===== src/rtl/core/tac_pkg.sv =====
// Shared constants, codes and structures of the task admission controller.
// No dependencies; imported by every module of the block.
package tac_pkg;

   // Sizing of the block
   localparam int NUM_RESOURCES  = 16;   // 1 .. 16 in this port layout
   localparam int NUM_CAP_GROUPS = 4;    // 1 .. 4
   localparam int NUM_PAR_GROUPS = 8;    // 1 .. 15 with a 4-bit group field

   // Field widths
   localparam int RES_W  = 16;
   localparam int DL_W   = 48;
   localparam int TIME_W = 63;
   localparam int CNT_W  = 8;
   localparam int CG_W   = 2;
   localparam int PG_W   = 4;

   localparam int CSR_IDX_W   = 3;
   localparam int CSR_DATA_W  = 48;
   localparam int REQ_TDATA_W = 208;
   localparam int RSP_TDATA_W = 96;

   localparam logic [CNT_W-1:0] CNT_MAX = '1;

   // Resource bits beyond NUM_RESOURCES are ignored
   localparam logic [RES_W-1:0] RES_MASK = (NUM_RESOURCES >= RES_W) ? '1 :
                                           RES_W'((32'd1 << NUM_RESOURCES) - 32'd1);

   typedef enum logic {
      REQ_ADMIT    = 1'b0,
      REQ_COMPLETE = 1'b1
   } req_kind_type;

   typedef enum logic [1:0] {
      ST_READY   = 2'd0,
      ST_BLOCKED = 2'd1,
      ST_STALE   = 2'd2
   } status_type;

   typedef enum logic [3:0] {
      RSN_OK        = 4'd0,
      RSN_DEPS      = 4'd1,
      RSN_PORTS     = 4'd2,
      RSN_LOCKED    = 4'd3,
      RSN_MAXPAR    = 4'd4,
      RSN_CAPACITY  = 4'd5,
      RSN_EXCLUSIVE = 4'd6,
      RSN_PARGROUP  = 4'd7,
      RSN_DEADLINE  = 4'd8
   } reason_type;

   typedef enum logic [1:0] {
      DL_NONE   = 2'd0,
      DL_WITHIN = 2'd1,
      DL_MISSED = 2'd2
   } dl_state_type;

   // Register indexes; group limits follow CSR_GROUP_LIMIT_0 consecutively
   typedef enum logic [CSR_IDX_W-1:0] {
      CSR_MAX_PARALLEL     = 3'd0,
      CSR_DEFAULT_DEADLINE = 3'd1,
      CSR_STALE_ON_MISS    = 3'd2,
      CSR_GROUP_LIMIT_0    = 3'd3
   } csr_index_type;

   typedef struct packed {
      req_kind_type       kind;
      logic               deps_ready;
      logic               ports_ready;
      logic [CG_W-1:0]    cap_group;
      logic [PG_W-1:0]    parallel_group;
      logic               par_allowed;
      logic               exclusive_lock;
      logic [RES_W-1:0]   resource_mask;
      logic [DL_W-1:0]    node_deadline_ns;
      logic [TIME_W-1:0]  evt_time_ns;
      logic [TIME_W-1:0]  sched_time_ns;
      logic               was_accepted;
   } request_type;

   typedef struct packed {
      logic [CNT_W-1:0]                     max_parallel;
      logic [DL_W-1:0]                      default_deadline_ns;
      logic                                 stale_on_miss;
      logic [NUM_CAP_GROUPS-1:0][CNT_W-1:0] group_limit;
   } cfg_type;

   typedef struct packed {
      logic [CNT_W-1:0]                     active_count;
      logic [RES_W-1:0]                     lock_held;
      logic [RES_W-1:0]                     lock_is_exclusive;
      logic [NUM_PAR_GROUPS-1:0]            par_group_active;
      logic [NUM_CAP_GROUPS-1:0][CNT_W-1:0] group_active_count;
   } state_type;

   typedef struct packed {
      logic              accepted;
      status_type        status_code;
      reason_type        reason_code;
      logic [RES_W-1:0]  blocked_resources;
      dl_state_type      deadline_state;
      logic [TIME_W-1:0] late_ns;
      logic [CNT_W-1:0]  active_tasks;
   } result_type;

endpackage


===== src/rtl/core/tac_decide.sv =====
// Admission decision and state update for one transaction, purely combinational.
// Depends on tac_pkg.
module tac_decide import tac_pkg::*; (
   input  request_type req,
   input  cfg_type     cfg,
   input  state_type   st,
   output result_type  res,
   output state_type   st_nxt
);

   logic [RES_W-1:0]          mask;
   logic                      cg_valid;
   logic                      pg_valid;
   logic [NUM_PAR_GROUPS-1:0] pg_bit;
   logic [CNT_W-1:0]          lim;
   logic [CNT_W-1:0]          gcnt;
   logic [DL_W-1:0]           dl;
   logic [TIME_W-1:0]         late;
   logic                      missed;
   logic [RES_W-1:0]          blocked;
   logic                      admit_ok;

   always_comb begin
      mask     = req.resource_mask & RES_MASK;
      cg_valid = int'(req.cap_group) < NUM_CAP_GROUPS;
      pg_valid = (req.parallel_group != '0) && (int'(req.parallel_group) <= NUM_PAR_GROUPS);
      for (int p = 0; p < NUM_PAR_GROUPS; p++) begin
         pg_bit[p] = pg_valid && (int'(req.parallel_group) == p + 1);
      end
      lim  = '0;
      gcnt = '0;
      for (int g = 0; g < NUM_CAP_GROUPS; g++) begin
         if (cg_valid && int'(req.cap_group) == g) begin
            lim  = cfg.group_limit[g];
            gcnt = st.group_active_count[g];
         end
      end

      dl      = (req.node_deadline_ns != '0) ? req.node_deadline_ns : cfg.default_deadline_ns;
      late    = (req.evt_time_ns > req.sched_time_ns) ?
                (req.evt_time_ns - req.sched_time_ns) : '0;
      missed  = (dl != '0) && (late > TIME_W'(dl));
      blocked = st.lock_held & mask & (req.exclusive_lock ? '1 : st.lock_is_exclusive);
   end

   // Completion release, or the priority chain of the admit checks
   always_comb begin
      res          = '0;
      st_nxt       = st;
      admit_ok     = 1'b0;
      res.status_code = ST_BLOCKED;
      res.reason_code = RSN_OK;

      if (req.kind == REQ_COMPLETE) begin
         res.status_code = ST_READY;
         if (req.was_accepted) begin
            st_nxt.active_count = (st.active_count == '0) ? '0 :
                                  st.active_count - CNT_W'(1);
            st_nxt.par_group_active = st.par_group_active & ~pg_bit;
            for (int g = 0; g < NUM_CAP_GROUPS; g++) begin
               if (cg_valid && int'(req.cap_group) == g) begin
                  st_nxt.group_active_count[g] = (st.group_active_count[g] == '0) ? '0 :
                                                 st.group_active_count[g] - CNT_W'(1);
               end
            end
            st_nxt.lock_held         = st.lock_held & ~mask;
            st_nxt.lock_is_exclusive = st.lock_is_exclusive & ~mask;
         end
      end else begin
         res.blocked_resources = blocked;
         res.late_ns           = late;
         res.deadline_state    = missed ? DL_MISSED : ((dl != '0) ? DL_WITHIN : DL_NONE);

         if (!req.deps_ready) begin
            res.reason_code = RSN_DEPS;
         end else if (!req.ports_ready) begin
            res.reason_code = RSN_PORTS;
         end else if (blocked != '0) begin
            res.reason_code = RSN_LOCKED;
         end else if (cfg.max_parallel != '0 && st.active_count >= cfg.max_parallel) begin
            res.reason_code = RSN_MAXPAR;
         end else if (lim != '0 && gcnt >= lim) begin
            res.reason_code = RSN_CAPACITY;
         end else if (!req.par_allowed && st.active_count != '0) begin
            res.reason_code = RSN_EXCLUSIVE;
         end else if ((pg_bit & st.par_group_active) != '0 && !req.par_allowed) begin
            res.reason_code = RSN_PARGROUP;
         end else if (missed) begin
            res.reason_code = RSN_DEADLINE;
            res.status_code = cfg.stale_on_miss ? ST_STALE : ST_BLOCKED;
         end else begin
            admit_ok = 1'b1;
         end

         if (admit_ok) begin
            res.accepted    = 1'b1;
            res.status_code = ST_READY;
            st_nxt.active_count = (st.active_count == CNT_MAX) ? CNT_MAX :
                                  st.active_count + CNT_W'(1);
            st_nxt.par_group_active = st.par_group_active | pg_bit;
            for (int g = 0; g < NUM_CAP_GROUPS; g++) begin
               if (cg_valid && int'(req.cap_group) == g) begin
                  st_nxt.group_active_count[g] = (st.group_active_count[g] == CNT_MAX) ?
                                                 CNT_MAX : st.group_active_count[g] + CNT_W'(1);
               end
            end
            st_nxt.lock_held         = st.lock_held | mask;
            st_nxt.lock_is_exclusive = (st.lock_is_exclusive & ~mask) |
                                       (req.exclusive_lock ? mask : '0);
         end
      end

      res.active_tasks = st_nxt.active_count;
   end

endmodule


===== src/rtl/core/task_admission_controller_unit.sv =====
// Top level of the task admission controller: stream ports, input and result
// registers, configuration and scheduler state. Depends on tac_pkg, tac_decide.
//
// Each request transaction is either an admit request or the completion of an
// earlier admission, and yields exactly one response transaction. A request is
// captured in the input register, decided in a single pass by tac_decide against
// the current locks and counters, and the response is written to the result
// register in the same edge that commits the new state. One transaction is
// taken per cycle except when the block stalls, as described below. The next
// request sees the state left by the previous one because the state commits
// together with the response. A waiting response does not block the input
// register from filling, so the block only stalls once both are occupied and
// the response side is holding back. Configuration writes are taken at any
// time (csr_ready is tied high) and are meant to land while the block is idle.
module task_admission_controller_unit import tac_pkg::*; (
   input  logic                   clock,
   input  logic                   reset,

   // request channel
   input  logic                   req_tvalid,
   output logic                   req_tready,
   // [0] deps_ready, [1] ports_ready, [3:2] cap_group, [7:4] parallel_group,
   // [8] par_allowed, [9] exclusive_lock, [25:10] resource_mask,
   // [73:26] node_deadline_ns, [136:74] evt_time_ns,
   // [199:137] sched_time_ns, [200] was_accepted, [207:201] zero
   input  logic [REQ_TDATA_W-1:0] req_tdata,
   // [0] req_type
   input  logic                   req_tuser,

   // response channel
   output logic                   rsp_tvalid,
   input  logic                   rsp_tready,
   // [0] accepted, [2:1] status_code, [6:3] reason_code, [22:7] blocked_resources,
   // [24:23] deadline_state, [87:25] late_ns, [95:88] active_tasks
   output logic [RSP_TDATA_W-1:0] rsp_tdata,

   // configuration write channel
   input  logic                   csr_valid,
   output logic                   csr_ready,
   input  logic [CSR_IDX_W-1:0]   csr_index,
   input  logic [CSR_DATA_W-1:0]  csr_wdata
);

   request_type req_ff, req_in;
   logic        req_vld_ff, req_vld_in;
   result_type  rsp_ff, rsp_in;
   logic        rsp_vld_ff, rsp_vld_in;
   state_type   st_ff, st_in;
   cfg_type     cfg_ff, cfg_in;

   result_type  dec_res;
   state_type   dec_st;
   logic        rsp_free;
   logic        advance;
   logic        req_take;

   tac_decide u_decide (
      .req    (req_ff),
      .cfg    (cfg_ff),
      .st     (st_ff),
      .res    (dec_res),
      .st_nxt (dec_st)
   );

   // Handshake: the result register frees when empty or being drained
   assign rsp_free   = !rsp_vld_ff || rsp_tready;
   assign advance    = req_vld_ff && rsp_free;
   assign req_tready = !req_vld_ff || advance;
   assign req_take   = req_tvalid && req_tready;
   assign csr_ready  = 1'b1;

   always_comb begin
      // input register capture
      req_in                   = req_ff;
      req_vld_in               = req_vld_ff ? !advance || req_take : req_take;
      if (req_take) begin
         req_in.kind              = req_kind_type'(req_tuser);
         req_in.deps_ready        = req_tdata[0];
         req_in.ports_ready       = req_tdata[1];
         req_in.cap_group         = req_tdata[3:2];
         req_in.parallel_group    = req_tdata[7:4];
         req_in.par_allowed       = req_tdata[8];
         req_in.exclusive_lock    = req_tdata[9];
         req_in.resource_mask     = req_tdata[25:10];
         req_in.node_deadline_ns  = req_tdata[73:26];
         req_in.evt_time_ns       = req_tdata[136:74];
         req_in.sched_time_ns     = req_tdata[199:137];
         req_in.was_accepted      = req_tdata[200];
      end

      // result register and state commit
      rsp_in     = rsp_ff;
      rsp_vld_in = rsp_vld_ff && !rsp_tready;
      st_in      = st_ff;
      if (advance) begin
         rsp_in     = dec_res;
         rsp_vld_in = 1'b1;
         st_in      = dec_st;
      end

      // configuration writes; indexes beyond the list are dropped
      cfg_in = cfg_ff;
      if (csr_valid) begin
         case (csr_index)
            CSR_MAX_PARALLEL:     cfg_in.max_parallel        = csr_wdata[CNT_W-1:0];
            CSR_DEFAULT_DEADLINE: cfg_in.default_deadline_ns = csr_wdata[DL_W-1:0];
            CSR_STALE_ON_MISS:    cfg_in.stale_on_miss       = csr_wdata[0];
            default: begin
               for (int g = 0; g < NUM_CAP_GROUPS; g++) begin
                  if (int'(csr_index) == int'(CSR_GROUP_LIMIT_0) + g) begin
                     cfg_in.group_limit[g] = csr_wdata[CNT_W-1:0];
                  end
               end
            end
         endcase
      end
   end

   always_ff @(posedge clock) begin
      req_ff <= req_in;
      rsp_ff <= rsp_in;
      if (reset) begin
         req_vld_ff                 <= 1'b0;
         rsp_vld_ff                 <= 1'b0;
         st_ff                      <= '0;
         cfg_ff.max_parallel        <= CNT_W'(1);
         cfg_ff.default_deadline_ns <= '0;
         cfg_ff.stale_on_miss       <= 1'b1;
         cfg_ff.group_limit         <= '0;
      end else begin
         req_vld_ff <= req_vld_in;
         rsp_vld_ff <= rsp_vld_in;
         st_ff      <= st_in;
         cfg_ff     <= cfg_in;
      end
   end

   assign rsp_tvalid = rsp_vld_ff;
   assign rsp_tdata  = {rsp_ff.active_tasks, rsp_ff.late_ns, rsp_ff.deadline_state,
                        rsp_ff.blocked_resources, rsp_ff.reason_code, rsp_ff.status_code,
                        rsp_ff.accepted};

endmodule


===== config.mk =====
export PLATFORM = sky130hd
export DESIGN_NAME = task_admission_controller_unit
export DESIGN_NICKNAME = d
export VERILOG_FILES = /design/src/rtl/core/tac_pkg.sv /design/src/rtl/core/tac_decide.sv /design/src/rtl/core/task_admission_controller_unit.sv
export SDC_FILE = /design/constraint.sdc
export NUM_CORES = 1
export LEC_CHECK = 0
export BUFFER_PORTS_ARGS = -buffer_cell sky130_fd_sc_hd__buf_4
export CELL_PAD_IN_SITES_DETAIL_PLACEMENT = 0
export CELL_PAD_IN_SITES_GLOBAL_PLACEMENT = 1
export CORE_MARGIN = 5
export CORE_UTILIZATION = 50
export CTS_BUF_LIST = sky130_fd_sc_hd__clkbuf_4 sky130_fd_sc_hd__clkbuf_8
export CTS_CLUSTER_SIZE = 20
export DETAILED_ROUTE_END_ITERATION = 12
export GPL_TIMING_DRIVEN = 1
export PLACE_DENSITY = 0.86
export SYNTH_ARGS = -nofsm -noshare
export SYNTH_HDL_FRONTEND = slang
export SYNTH_SLANG_ARGS = --single-unit

===== constraint.sdc =====
create_clock -name clock -period 13.4 [get_ports clock]
set_input_delay 2.68 -clock clock [delete_from_list [all_inputs] [get_ports clock]]
set_output_delay 2.68 -clock clock [all_outputs]
set_load 0.05 [all_outputs]

# == Yosys cells after proc, flatten, opt, wreduce, memory -nomap -nowiden ==
# Index checks and enable logic that the tools add are counted.
# totals
output_inout_bits,99
wordCells,218
ff_bits,469
inputBits,265
# classes
n_lt_le_gt_ge,5
n_reduce_logical,60
eq_ne,23
n_addsub,11
n_bitwise,15
n_mux,63
# ops
operator,count
$mux 80,3
$mux 8,26
$reduce_bool 48->1,2
$and 16x16->16,4
$gt 63x48->1,1
$gt 63x63->1,1
$mux 63,1
$sub 63x63->63,1
$mux 48,1
$add 8x1->8 const B,5
$eq 8x8->1 const B,5
$logic_not 8->1,5
$sub 8x1->8 const B,5
$mux 16,2
$or 16x16->16,2
$reduce_bool 8->1,4
$mux 2,11
$eq 4x4->1 const B,5
$logic_and 1x1->1,17
$and 8x8->8,2
$ge 8x8->1,2
$not 16->16,1
$reduce_and 4->1,4
$reduce_bool 16->1,1
28 further kinds,66

# == Depth between registers and ports, before layout ==
# depth
word_depth,16
ltp_mapped,31
depth_no_buf,28

# == Hierarchy ==
# Synthesis repeated with hierarchy kept, for this count alone.
# hier_totals
cells_unflattened,2944
area_unflattened_um2,27353.7
# by_module_without_submodules
mod,n_inst,seq_area_each_um2,area_each_um2,cells_each
task_admission_controller_unit,1,12371.9,15723.8,1037
tac_decide,1,0.0,11629.9,1907

# == Least setup slack after synthesis ==
# OpenSTA, ideal clock, no wires.
# synth_path
kind,input-to-reg
from,input rsp_tready
to,register req_ff[0] (netlist bit) (enable)
t_arrival_ns,7.779
n_path_buf,0
cell_stages,3
setup_time_ns,0.586
setup_slack_ns,5.035
required_ns,12.814
cell_sequence,nor2b_1 > nand2_1 > and2_1
# synth_via
elab_chain_cells,4
# synth_lines
item,line_no,text
"start, declared",task_admission_controller_unit.sv:32,"input logic rsp_tready,"
$logic_or 1x1->1,task_admission_controller_unit.sv:66,assign rsp_free = !rsp_vld_ff || rsp_tready;
$logic_and 1x1->1,task_admission_controller_unit.sv:67,assign advance = req_vld_ff && rsp_free;
$logic_or 1x1->1,task_admission_controller_unit.sv:68,assign req_tready = !req_vld_ff || advance;
net req_tready,task_admission_controller_unit.sv:21,"output logic req_tready,"
$logic_and 1x1->1,task_admission_controller_unit.sv:69,assign req_take = req_tvalid && req_tready;
net req_take,task_admission_controller_unit.sv:55,logic req_take;
"end signal, assigned",task_admission_controller_unit.sv:120,req_ff <= req_in;
"end, declared",task_admission_controller_unit.sv:44,"request_type req_ff, req_in;"
# The timed path passes the listed nets, and every way through them passes these cells.
# A chain may end at the register's enable or synchronous reset.

# == Worst setup path after layout ==
# layout_path
from,register req_ff[102] (netlist bit)
to,register st_ff[40] (netlist bit)
# layout_via
elab_chain_cells,15
elab_cells_between_ends,16
cone_classes,add/sub (1); order compare (2); mux (10); reduce/logical (3)
# layout_lines
item,line_no,text
$sub 63x63->63 or $gt 63x63->1 (tied branches),"tac_decide.sv:41, tac_decide.sv:40",
$mux 63 (*),tac_decide.sv:40,late = (req.evt_time_ns > req.sched_time_ns) ?
$gt 63x48->1 (*),tac_decide.sv:42,missed = (dl != '0) && (late > TIME_W'(dl));
$logic_and 1x1->1 (*),tac_decide.sv:42,
$mux 1 (*),tac_decide.sv:88,end else if (missed) begin
$mux 1 (*),tac_decide.sv:86,end else if ((pg_bit & st.par_group_active) != '0 && !req.par_allowed) begin
$mux 1 (*),tac_decide.sv:84,end else if (!req.par_allowed && st.active_count != '0) begin
$mux 1 (*),tac_decide.sv:82,end else if (lim != '0 && gcnt >= lim) begin
$mux 1 (*),tac_decide.sv:80,end else if (cfg.max_parallel != '0 && st.active_count >= cfg.max_parallel) begin
$mux 1 (*),tac_decide.sv:78,end else if (blocked != '0) begin
$mux 1 (*),tac_decide.sv:76,end else if (!req.ports_ready) begin
$mux 1 (*),tac_decide.sv:74,if (!req.deps_ready) begin
$mux 1 (*),tac_decide.sv:54,if (req.kind == REQ_COMPLETE) begin
$reduce_bool 2->1 (no source line) (*),-,
$reduce_and 3->1 (no source line) (*),-,
"end signal, assigned",task_admission_controller_unit.sv:133,st_ff <= st_in;
"end, declared",task_admission_controller_unit.sv:48,"state_type st_ff, st_in;"
# Mark *: on every way between the ends. The rest lies on a longest branch, timed or not. The select of a mux whose other input is x is not followed.

==> impl_metrics.toml <==
[drt]
viasPerCell = 5.99
firstDrtPassIters = 6
drc = 0
wl_mm = 82.9
wire_per_inst_um = 22.3
vias = 22300
drt_iter0_drc = 1955
ant_nets = 0

[power_and_ir_drop]
pwr-share-comb_pct = 19.1
power_frac_seq_pct = 44.8
power.density_mw_per_mm2 = 121
power.switching_w = 0.00110
power.leakage_nw = 11.9
swShare_pct = 29.9
intPower_w = 0.00259
ir_drop_mv = 0.122
pwr-share-clk_pct = 36.1

[synthesis]
synth_ff_type = "edfxtp_1"
ys_ff_latch = 469
netlist_area_mm2 = 0.0257
yosysUniqueCellTypes = 96
yosys.area_share.simple_pct = 17.7
synth_warnings = 0
synth_edf_count = 298
yosysSeqAreaShare_pct = 48.2
synth.largest_area_cell = "edfxtp_1"
async_flop_share_pct = 0
synth_nets = 3069
synth_adder_area_share_pct = 6.95
syn_avg_cell_area_um2 = 9.64
synthMuxAreaShare_pct = 1.92
syn_inst = 2662
synth_top_family_by_area = "compound AO/OA/AOI/OAI gates"
synth_compound_gate_area_share_pct = 18.8
yosys.area_share.xor_xnor_pct = 2.15
synth_area_leaders = "edfxtp_1 (35%), dfxtp_1 (13%), ha_1 (6.9%)"
yosysTopAreaCellShare_pct = 34.9

[worst_setup_path]
worstSetupEndpointType = "flip-flop"
crit_cells = 23
crit_fanout = 91
slowest_delay_ns = 0.77
path_delay_family = "compound AO/OA/AOI/OAI gates"
crit_type = "flip-flop to flip-flop"
cp-start-kind = "flip-flop"
crit_buf_inv = 2
crit_required_ns = 13.96
crit_arrival_ns = 9.09
path_cells = "ha_1 > nand4_2 > or3_4 > nor4_4 > nand4_2 > a211oi_2 > or2_2 > buf_4 > and2_1 > ha_1 > a2111oi_0 > o21ai_0 > o2111ai_1 > nand2_1 > a211o_1 > a21oi_1 > a21oi_1 > o41ai_1 > and2_1 > a31o_2 > buf_4 > nand3_1 > o21ai_0"
rr_worst_depth = 23
cp_slowest_cell = "o41ai_1"

[sta]
finalHoldViolations = 0
post-route-period-util_pct = 63.7
fin_crit_ns = 8.53
maxSlewHeadroom_pct = 19.1
rsz0062_at_grt = "no"
tightestPinTransition_ns = 1.21
skew_ns = 0.0377
setup_viol = 0
setup_tns_ns = 0
slew_viol_final = 0
max_clock_freq_ghz = 0.117

[grt]
grt_use_met1_pct = 37.1
top_usage_layer = "met2"
grt_pass1_wl_mm = 126
overflow = 0
grtUsageMet3_pct = 5.22
grt_pass1_vias = 21800
antenna_found_initial = 4
use_met2_pct = 47.3
grt_usage_pct = 28.5
grt_max_degree = 109

[die]
core_area_mm2 = 0.0511
die_x_um = 237
dieArea_mm2 = 0.0559
ioPinCount = 364
die_y_um = 237
start_util_pct = 50.2
row_count = 83

[place]
io_buffers = 355
routabilityCongestion = 0.956
place_area_mm2 = 0.0287
dp_hpwl_mm = 62.7

[cells_and_area]
area_growth_pct = 18.5
design_area_mm2 = 0.0304
fillers = 4405
fin_nets = 3382
final_layout_size_suffix_gt1_share_pct = 19.4

[cts]
cts_resized = 0
cts_max_path_buffers = 3
clock-root-buffer = "clkbuf_8"
cts_tree = "done"
holdBufCountCts = 0
clk_pin_slew_ns = 0.06
htree_num_levels = 3
clkLatencyLatePin_ns = 0.68
cts.sinks = 469
cts_buffers = 82
cts_setup_buffers = 0

[min_path]
worstHoldPathType = "flip-flop to flip-flop"
min_path_cells = 2

[status]
status = "complete, no violations"

[run]
cap_violations = 0
## cell usage after synthesis, types with 10 or more instances
master	number
a211oi_1	20
a21o_1	35
a21oi_1	309
a221o_1	11
a31oi_1	24
and2_1	56
and3_1	61
buf_1	14
buf_2	31
clkbuf_1	98
dfxtp_1	171
edfxtp_1	298
ha_1	141
inv_1	124
mux2i_1	11
mux4_2	17
nand2_1	332
nand2b_1	24
nand3_1	88
nand4_1	54
nor2_1	154
nor2b_1	14
nor3_1	57
nor4_1	40
o211ai_1	49
o21a_1	19
o21ai_0	140
o21bai_1	10
o22ai_1	11
o31ai_1	10
or3_1	16
xnor2_1	36
xor2_1	27
## logic make-up after synthesis
| family | Yosys count |
|---|---|
| and+or+nand+nor | 934 |
| muxes | 28 |
| AOI/OAI and AO/OA | 750 |
| DFF | 469 |
| xor gates and xnor gates | 63 |
| buffers and inverters | 275 |
| adders and majority gates | 142 |
| other | 1 |
## through the flow
step | utilization (%) | power [W] | std cells | setup WS, ns | hold WS, ns
2_1_floorplan | - | 0.00212 | 2662 | 5.03 | 0.432
3_3_place_gp | 56.3 | 0.00237 | 3571 | 5.21 | 0.438
3_5_place_dp | 56.3 | 0.00237 | 3571 | 5.05 | 0.447
4_1_cts | 59.5 | 0.00370 | 3720 | 4.99 | 0.455
5_1_grt | 59.5 | 0.00384 | 3720 | 4.29 | 0.473
6_report | 59.5 | 0.00369 | 3721 | 4.87 | 0.453
## placed cells by master, fill, tap and decap left out, drive strengths merged, types with 10 or more instances in the layout
cell type	count
buf	378
nand2	332
a21oi	311
edfxtp	298
dfxtp	171
nor2	156
o21ai	144
ha	141
inv	130
clkbuf	119
nand3	89
and3	62
nor3	58
and2	58
nand4	56
o211ai	49
nor4	43
xnor2	36
a21o	35
xor2	27
a211oi	26
a31oi	25
nand2b	24
clkinv	23
o21a	19
mux4	17
or3	17
nor2b	14
a221o	11
o22ai	11
mux2i	11
o21bai	10
o31ai	10
## worst register-to-register path: stages (launching register included)
cell and delay, ns:
edfxtp_1 0.37, ha_1 0.53, nand4_2 0.29, or3_4 0.47, nor4_4 0.42, nand4_2 0.27, a211oi_2 0.45, or2_2 0.18
buf_4 0.57, and2_1 0.28, ha_1 0.25, a2111oi_0 0.34, o21ai_0 0.14, o2111ai_1 0.09, nand2_1 0.08, a211o_1 0.35
a21oi_1 0.13, a21oi_1 0.17, o41ai_1 0.77, and2_1 0.31, a31o_2 0.57, buf_4 0.44, nand3_1 0.57, o21ai_0 0.38
## layout make-up
type / count / area, um^2 / share of cell area [%]
diodes: 1 / 2.50 / 0.00823
inverters: 126 / 475 / 1.56
clock inverters: 30 / 204 / 0.671
flip-flops and latches: 469 / 12400 / 40.7
well taps: 680 / 851 / 2.80
multi-input cells: 1918 / 12200 / 40.1
repair buffers: 378 / 2840 / 9.33
clock buffers: 119 / 1460 / 4.81
## state kept, by name (all words and copies together), names as in the netlist
| signal | cells |
|---|---|
| cfg_ff | 89 |
| rsp_tvalid | 1 |
| req_ff | 202 |
| rsp_tdata | 96 |
| req_vld_ff | 1 |
| st_ff | 80 |
## metal layers
metal  wire length [um]  part of all wire, %  vias up
met5                 21                0.025        -
met3               6290                  7.6      190
met1              33600                   41    10600
met4               3580                  4.3        4
li1                   -                    -    10500
met2              39400                   48      976
## power by group through the flow
stage	sequential, W	combinational (W)	clock (W)
final	0.00165	0.000706	0.00133
after global routing	0.00166	0.000760	0.00143
after CTS	0.00165	0.000699	0.00136
after detailed placement	0.00168	0.000695	0
after global placement	0.00168	0.000687	0
after floorplan	0.00173	0.000389	0
## final timing paths
path / slack, ns / to / start
hold / removal: 0.45 / cfg_ff[1] / cfg_ff[1]
setup reg to reg: 4.87 / st_ff[40] / req_ff[102]
setup / recovery: 4.87 / st_ff[40] / req_ff[102]
hold reg to reg: 0.45 / cfg_ff[1] / cfg_ff[1]
Power figures use the tool's default switching activity.
